--- src/rtl/tcft_pkg.sv ---
// Package for the TCP connection tracking filter: field widths, codes and
// the TCP state transition function. No dependencies.
`timescale 1ns / 1ps
`default_nettype none
package tcft_pkg;
    localparam int ENTRIES_DEF = 64;

    localparam logic [7:0] PROTO_TCP = 8'd6;
    localparam logic [7:0] PROTO_UDP = 8'd17;

    localparam logic [7:0] FL_FIN = 8'd1;
    localparam logic [7:0] FL_SYN = 8'd2;
    localparam logic [7:0] FL_RST = 8'd4;
    localparam logic [7:0] FL_ACK = 8'd16;

    localparam logic [3:0] ST_EST        = 4'd1;
    localparam logic [3:0] ST_SYN_SENT   = 4'd2;
    localparam logic [3:0] ST_SYN_RECV   = 4'd3;
    localparam logic [3:0] ST_FIN_WAIT1  = 4'd4;
    localparam logic [3:0] ST_FIN_WAIT2  = 4'd5;
    localparam logic [3:0] ST_TIME_WAIT  = 4'd6;
    localparam logic [3:0] ST_CLOSE      = 4'd7;
    localparam logic [3:0] ST_CLOSE_WAIT = 4'd8;
    localparam logic [3:0] ST_LAST_ACK   = 4'd9;
    localparam logic [3:0] ST_CLOSING    = 4'd11;

    localparam logic [1:0] STS_OK       = 2'd0;
    localparam logic [1:0] STS_FULL     = 2'd1;
    localparam logic [1:0] STS_NO_ENTRY = 2'd2;
    localparam logic [1:0] STS_REJECT   = 2'd3;

    localparam logic [3:0] WSHIFT_RESET = 4'd10;

    // One table entry as stored in memory.
    typedef struct packed {
        logic [31:0] key;
        logic [31:0] srv_seq;
        logic [31:0] cli_seq;
        logic [3:0]  server_st;
        logic [3:0]  client_st;
        logic [31:0] srv_win;
        logic [31:0] cli_win;
    } entry_t;

    // Result of the flag-driven transition.
    typedef struct packed {
        logic       ok;
        logic       chal;
        logic [3:0] fs;
        logic [3:0] fr;
    } trans_t;

    function automatic trans_t tcp_transition(input logic [3:0] snd, input logic [3:0] rec,
                                              input logic [7:0] raw);
        trans_t t;
        logic [7:0] f;
        logic tail;
        t = '0;
        tail = 1'b0;
        f = raw & (FL_ACK | FL_FIN | FL_SYN | FL_RST);
        case (snd) inside
            ST_EST: begin
                if (f == FL_ACK) begin
                    t.ok = 1'b1; t.fs = ST_EST; t.fr = ST_EST;
                end else if (f == (FL_FIN | FL_ACK)) begin
                    t.ok = 1'b1; t.fs = ST_FIN_WAIT1; t.fr = ST_CLOSE_WAIT;
                end else if (f == (FL_ACK | FL_RST)) begin
                    t.ok = 1'b1; t.fs = ST_CLOSE; t.fr = ST_CLOSE;
                end
            end
            ST_CLOSE: begin
                if (f == FL_SYN) begin
                    t.ok = 1'b1; t.fs = ST_SYN_SENT; t.fr = ST_SYN_RECV;
                end
            end
            ST_SYN_RECV: begin
                if (f == (FL_SYN | FL_ACK)) begin
                    t.ok = 1'b1; t.fs = snd; t.fr = ST_EST;
                end else if (f == FL_SYN) begin
                    t.ok = 1'b1; t.fs = ST_SYN_RECV; t.fr = ST_SYN_RECV;
                end else if (f == (FL_FIN | FL_ACK)) begin
                    t.ok = 1'b1; t.fs = ST_FIN_WAIT1; t.fr = ST_CLOSE_WAIT;
                end else if (f == (FL_RST | FL_ACK)) begin
                    t.ok = 1'b1; t.fs = ST_CLOSE; t.fr = ST_CLOSE;
                end
            end
            ST_CLOSE_WAIT: begin
                if (f == FL_ACK) begin
                    t.ok = 1'b1; t.fs = ST_CLOSE_WAIT; t.fr = ST_FIN_WAIT2; t.chal = 1'b1;
                end else if (f == (FL_FIN | FL_ACK)) begin
                    t.ok = 1'b1;
                    if (rec == ST_FIN_WAIT1) begin
                        t.fs = ST_CLOSING; t.fr = ST_CLOSING;
                    end else begin
                        t.fs = ST_LAST_ACK; t.fr = ST_TIME_WAIT;
                    end
                end else if (f == (FL_ACK | FL_RST)) begin
                    t.ok = 1'b1; t.fs = ST_CLOSE; t.fr = ST_CLOSE;
                end
            end
            ST_FIN_WAIT1, ST_FIN_WAIT2: begin
                if (f == FL_ACK) begin
                    t.ok = 1'b1; t.fs = snd; t.fr = rec;
                end else begin
                    tail = 1'b1;
                end
            end
            ST_TIME_WAIT: begin
                if (f == FL_ACK) begin
                    t.ok = 1'b1; t.fs = ST_CLOSE; t.fr = ST_CLOSE;
                end else begin
                    tail = 1'b1;
                end
            end
            ST_CLOSING: tail = 1'b1;
            default: t.ok = 1'b0;
        endcase
        // Closing states fall back to CLOSE on a bare ACK, with or without RST.
        if (tail && ((raw & (FL_ACK | FL_FIN | FL_SYN)) == FL_ACK)) begin
            t.ok = 1'b1;
            t.fs = ST_CLOSE;
            t.fr = ((raw & FL_RST) != 8'd0) ? ST_CLOSE : rec;
        end
        return t;
    endfunction
endpackage
`default_nettype wire

--- src/rtl/tcft_search.sv ---
// Key search over the valid bits and a key memory, one entry per cycle.
// Depends on tcft_pkg.
`timescale 1ns / 1ps
`default_nettype none
module tcft_search #(
    parameter int ENTRIES = tcft_pkg::ENTRIES_DEF,
    localparam int IW = (ENTRIES > 1) ? $clog2(ENTRIES) : 1
) (
    input  wire logic          aclk,
    input  wire logic          aresetn,
    input  wire logic          start,
    input  wire logic [31:0]   key,
    input  wire logic          wr_en,
    input  wire logic [IW-1:0] wr_idx,
    output logic               done,
    output logic               found,
    output logic [IW-1:0]      hit_idx,
    output logic               has_free,
    output logic [IW-1:0]      free_idx
);
    import tcft_pkg::*;

    logic [31:0]      key_mem [ENTRIES];
    logic [ENTRIES-1:0] valid_reg;
    logic [31:0]      rd_key_reg;
    logic [IW:0]      cnt_reg;       // address issued
    logic             busy_reg;
    logic             rd_vld_reg;
    logic [IW-1:0]    rd_idx_reg;
    logic             found_reg, free_reg;
    logic [IW-1:0]    hit_reg, fidx_reg;
    logic [31:0]      key_reg;
    logic             done_reg;
    logic             last_cmp;

    // Key memory: the key latched at start is stored on a rule write,
    // and one address is read each cycle.
    always_ff @(posedge aclk) begin
        if (wr_en) key_mem[wr_idx] <= key_reg;
        rd_key_reg <= key_mem[cnt_reg[IW-1:0]];
    end

    assign last_cmp = rd_vld_reg && (rd_idx_reg == IW'(ENTRIES - 1));

    always_ff @(posedge aclk) begin
        if (!aresetn) begin
            valid_reg  <= '0;
            busy_reg   <= 1'b0;
            rd_vld_reg <= 1'b0;
            done_reg   <= 1'b0;
            cnt_reg    <= '0;
        end else begin
            done_reg <= busy_reg && last_cmp;
            if (wr_en) valid_reg[wr_idx] <= 1'b1;
            if (start) begin
                busy_reg   <= 1'b1;
                cnt_reg    <= '0;
                rd_vld_reg <= 1'b0;
                key_reg    <= key;
                found_reg  <= 1'b0;
                free_reg   <= 1'b0;
            end else if (busy_reg) begin
                rd_vld_reg <= (cnt_reg < (IW+1)'(ENTRIES));
                rd_idx_reg <= cnt_reg[IW-1:0];
                if (cnt_reg < (IW+1)'(ENTRIES)) cnt_reg <= cnt_reg + 1'b1;
                // Compare the entry read in the previous cycle.
                if (rd_vld_reg) begin
                    if (valid_reg[rd_idx_reg] && rd_key_reg == key_reg && !found_reg) begin
                        found_reg <= 1'b1;
                        hit_reg   <= rd_idx_reg;
                    end
                    if (!valid_reg[rd_idx_reg] && !free_reg) begin
                        free_reg <= 1'b1;
                        fidx_reg <= rd_idx_reg;
                    end
                end
                if (last_cmp) begin
                    busy_reg <= 1'b0;
                end
            end
        end
    end

    assign done     = done_reg;
    assign found    = found_reg;
    assign hit_idx  = hit_reg;
    assign has_free = free_reg;
    assign free_idx = fidx_reg;
endmodule
`default_nettype wire

--- config.mk ---
export PLATFORM = sky130hd
export DESIGN_NAME = tcft_search
export DESIGN_NICKNAME = d
export VERILOG_FILES = /design/src/rtl/tcft_pkg.sv /design/src/rtl/tcft_search.sv
export SDC_FILE = /design/constraint.sdc
export NUM_CORES = 2
export LEC_CHECK = 0
export BUFFER_PORTS_ARGS = -buffer_cell sky130_fd_sc_hd__buf_2
export CAP_MARGIN = 20
export CORE_AREA = 2 2 376 378
export DETAILED_ROUTE_END_ITERATION = 16
export DIE_AREA = 0 0 378 380
export HOLD_SLACK_MARGIN = 0.03
export MAX_ROUTING_LAYER = met4
export PLACE_DENSITY = 0.76
export RECOVER_POWER = 100
export SLEW_MARGIN = 10
export SYNTH_ARGS = -nofsm -noshare
export SYNTH_HDL_FRONTEND = slang
export SYNTH_SLANG_ARGS = --single-unit
--- constraint.sdc ---
create_clock -name aclk -period 5.74 [get_ports aclk]
set_input_delay 1.148 -clock aclk [delete_from_list [all_inputs] [get_ports aclk]]
set_output_delay 1.148 -clock aclk [all_outputs]
set_load 0.02 [all_outputs]
Word-level counts from Yosys, hierarchy flattened

Memories as Yosys holds them, arrays and structs flattened. A register that Yosys moved wholly into a read port is not among the register bits.
Cells that the tools add are included.

Memories kept: 1
Input port bits: 42
Output and inout port bits: 15
Register bits: 126
Memory bits (writable): 2,048

Memories:

| name    | depth | bits a word | rd ports | clocked after Yosys merged registers in | wr ports | line              | source |
|---|---|---|---|---|---|---|---|
| key_mem | 64    | 32          | 1        | 1                                       | 1        | tcft_search.sv:23 | `logic [31:0] key_mem [ENTRIES];` |

Order comparisons: 4
Add/sub/neg operators: 1
Reduce and logical (&&, ||, !) cells: 21
Mux-type cells: 15
Eq/ne operators: 2
Bitwise gates (word level): 3

Operators by type and width:

| operator              | count |
|---|---|
| $or A64 B64 Y64       | 1 |
| $eq A32 B32 Y1        | 1 |
| $lt A6 B7 Y1 const B  | 2 |
| $mux W1               | 13 |
| $reduce_and A5 Y1     | 2 |
| $reduce_and A4 Y1     | 2 |
| $reduce_bool A2 Y1    | 4 |
| $add A7 B1 Y7 const B | 1 |
| $lt A7 B7 Y1 const B  | 1 |
| $bmux W1 S6           | 1 |
| $demux W1 S6          | 1 |
| $eq A6 B6 Y1 const B  | 1 |
| $ge A6 B1 Y1 const B  | 1 |
| $logic_and A1 B1 Y1   | 6 |
| $reduce_and A2 Y1     | 2 |
| $logic_not A1 Y1      | 3 |
| $reduce_and A3 Y1     | 1 |
| $not A1 Y1            | 2 |
| $reduce_or A2 Y1      | 1 |

Logic depth before layout (Yosys ltp)

Depth after elaboration: 7
Mapped depth: 8

Worst setup path after synthesis

No wires, ideal clock.

Path type: input to register
From: input port wr_en
To: memory key_mem[40][0], enable pin
Data arrival time: 3,882 ps
Slack: 1,395 ps
Library setup time: 463 ps
Stages: 3
Data required time: 5,277 ps
Buffers on the path: 0
Cell sequence: nor2b_1 nand3_1 nor3_1

Word-level cells in the longest chain between the ends: 2

Ends and longest elaborated chain:

| element                       | line              | source |
|---|---|---|
| start, declared               | tcft_search.sv:13 | `input wire logic wr_en,` |
| $mux W1                       | tcft_search.sv:39 | `if (wr_en) key_mem[wr_idx] <= key_reg;` |
| $mux W1 (implied by the code) | tcft_search.sv:39 |  |
| end, declared                 | tcft_search.sv:23 |  |

No other way between the ends.

==> results.cfg <==
[grt]
globalRoute.totalOverflow = 0
grt_max_degree = 99
via_count_of_the_first_global_routing_pass = 39500
first_pass_grt_wire_length_um = 289000
grt_antenna_before_repair = 15
groute.usage.overall_pct = 29.5

[timing]
timing_max_transition_violations_final = 2468
setup-violations-final = 0
min_period_ns = 5.10
grt_setup_unrepaired = false
finalCritPeriodShare_pct = 88.9
fmax_ghz = 0.196
worst-slew-pin-transition_ns = 3.77
timing.max_slew.rel_slack_pct = -151
finalHoldWorstSlack_ns = 0.452
fin_setup_tns_ns = 0
finalHoldViolCount = 0
timing.clock.skew_ns = 0.0621

[route]
via_per_inst = 6.82
route.antenna.remaining_nets = 0
route.vias.total = 38500
wl_um = 200000
wire_per_inst_um = 35.5
number_of_detailed_routing_iterations_run_before_antenna_repair = 6
detailedRoute.firstIterationViolations = 5992
drcViolationCount = 0

[worst_setup_path]
type_of_the_setup_path_with_the_least_slack = flop to flop
crit_top_cell = sky130_fd_sc_hd__mux4_2
timing.critical_path.required_ns = 6.45
worst_setup_path_end_kind = flop
r2r_slack_ns = 0.64
timing.critical_path.cells = clkbuf_2, mux4_2, mux4_2
cp.arrival_ns = 5.81
cp_max_fo = 47
cp-start-kind = flop
critical-path-max-stage-delay_ns = 2.61
cpMaxStageDelayCell = sky130_fd_sc_hd__dfxtp_1

[finish]
drive_gt1_share_pct = 28.6
largest_register_ff_count = 2048
non_filler_instance_count_after_layout = 5644
areaGrowthSynthToFinish_pct = 11.4
layout.nets = 3625
fin_area_um2 = 92600

[die]
placeableCoreArea_um2 = 139000
initial_utilization_pct = 59.7
die_area_um2 = 144000
die_y_um = 380
top_level_ports = 57
die_w_um = 378
num_rows = 137

[place]
dpl.cell_count = 5244
routabilityCongestion = 0.948
postPlaceCellArea_um2 = 87000
post-dp-hpwl_um = 112000
io_buffers = 56

[clock_tree]
tritoncts_num_sinks = 2206
cts_htree_levels = 4
insertion_delay_ns = 0.87
cts-root-buf = sky130_fd_sc_hd__clkbuf_16
number_of_buffers_created_by_cts = 206
cts_hold_buffers = 0
path_clk_slew_ns = 0.06
cts_resized = 0
post-cts-setup-buffer-count = 0
max-clock-path-buffers = 3
tritoncts = built

[yosys]
syn_inst = 3358
synth_most_common_cell = sky130_fd_sc_hd__edfxtp_1
synthTopCellsByArea = sky130_fd_sc_hd__edfxtp_1 76%, sky130_fd_sc_hd__mux4_2 18%, sky130_fd_sc_hd__dfxtp_1 2.6%, sky130_fd_sc_hd__o21a_1 0.58%, sky130_fd_sc_hd__clkbuf_1 0.45%
yosysSeqAreaShare_pct = 78.4
list_of_most_frequent_post_synthesis_cells = 2,100 x sky130_fd_sc_hd__edfxtp_1, 676 x sky130_fd_sc_hd__mux4_2, 106 x sky130_fd_sc_hd__dfxtp_1
ys.warnings.count = 0
post-synth-top-area-fraction_pct = 75.9
mappedNetlistArea_um2 = 83100
synth_area_leader_cell = sky130_fd_sc_hd__edfxtp_1
postSynthRegisterBits = 2206
asyncSetResetFlopFracSynth_pct = 0
synthesis.area_per_instance_um2 = 24.7
synth_edf_count = 2100
synth_cell_type_count = 32
mappedNetlistNets = 3401
synth_flop_cell = sky130_fd_sc_hd__edfxtp_1

[power]
pwr_density_cell_nw_per_um2 = 347
leakagePower_nw = 27.7
power.ir.vdd_worst_v = 0.000356

[status]
run_status = finished with violations
failing_checks = capacitance limit, slew limit

[min_path]
hp-class = input pin to flop

[run]
maxCapViolCount = 89
metal layers:
layer / share of wire, % / vias to the layer above / track usage (%)
met1: 36 / 20500 / 41.1
met2: 49 / 2630 / 45.0
met5: 0 / - / -
li1: - / 15000 / -
met3: 12 / 346 / 6.69
met4: 2.7 / 0 / 7.67
worst paths after layout:
kind                 start       endpoint  cells after the start
min                key[15]    key_reg[15]                      1
max             cnt_reg[3]  rd_key_reg[0]                      3
max reg2reg     cnt_reg[3]  rd_key_reg[0]                      3
min reg2reg  valid_reg[35]  valid_reg[35]                      1
worst max-delay path, delay by kind of cell (launching register included):
| kind | cells | cell delay (ns) |
|---|---|---|
| flip-flops | 1 | 2.61 |
| buffers and inverters | 1 | 1.24 |
| multiplexers | 2 | 1.04 |
metrics by stage:
stage / worst slack (ns) / power [mW] / util, %
3_5_place_dp: 1.21 / 19.2 / 62.5
3_3_place_gp: 1.44 / 19.2 / 62.1
6_report: 0.636 / 32.2 / 66.5
5_1_grt: 0.629 / 32.9 / 66.5
4_1_cts: 1.20 / 32.3 / 67.3
2_1_floorplan: 1.39 / 18.8 / -
power by group:
group | internal (mW) | switching (mW) | leakage [nW]
sequential | 17.7 | 0.0537 | 19.8
combinational | 0.381 | 0.702 | 4.68
clock | 7.40 | 5.89 | 3.24
cells in the final DEF (no fill, tap or decap), types with 9 or more instances in the layout:
master	netlist	layout
sky130_fd_sc_hd__clkbuf_8	0	9
sky130_fd_sc_hd__nor2_4	0	12
sky130_fd_sc_hd__bufinv_16	0	12
sky130_fd_sc_hd__diode_2	0	11
sky130_fd_sc_hd__dfxtp_1	106	104
sky130_fd_sc_hd__xnor2_1	13	13
sky130_fd_sc_hd__buf_12	0	18
sky130_fd_sc_hd__edfxtp_1	2100	2100
sky130_fd_sc_hd__nor2_1	73	61
sky130_fd_sc_hd__clkinv_2	0	48
sky130_fd_sc_hd__nand3_1	11	11
sky130_fd_sc_hd__nand4_1	10	10
sky130_fd_sc_hd__clkbuf_1	99	150
sky130_fd_sc_hd__clkinv_1	0	39
sky130_fd_sc_hd__o21a_1	64	64
sky130_fd_sc_hd__mux2i_1	27	27
sky130_fd_sc_hd__buf_4	0	31
sky130_fd_sc_hd__clkbuf_16	0	210
sky130_fd_sc_hd__buf_2	49	31
sky130_fd_sc_hd__xor2_1	23	23
sky130_fd_sc_hd__mux4_2	676	676
sky130_fd_sc_hd__nand2_1	14	14
sky130_fd_sc_hd__a22oi_1	12	12
logic make-up after synthesis:
family,count (synthesis),synth area share (%)
AND/OR/NAND/NOR,146,0.815
buffers and inverters,176,0.914
multiplexers,703,18.6
adder cells (fa/ha/maj),1,0.0151
XOR/XNOR,36,0.379
AO/OA/AOI/OAI,90,0.792
flip-flops,2206,78.4
layout make-up:
class / count / area, µm²
Antenna cell: 11 / 27.5
Fill cell: 8339 / 46600
Clock buffer: 264 / 5550
Sequential cell: 2206 / 65200
Tap cell: 1876 / 2350
Clock inverter: 119 / 1050
Timing Repair Buffer: 188 / 1160
Inverter: 4 / 15.0
Multi-Input combinational cell: 976 / 17300
(Power assumes the default switching activity.)
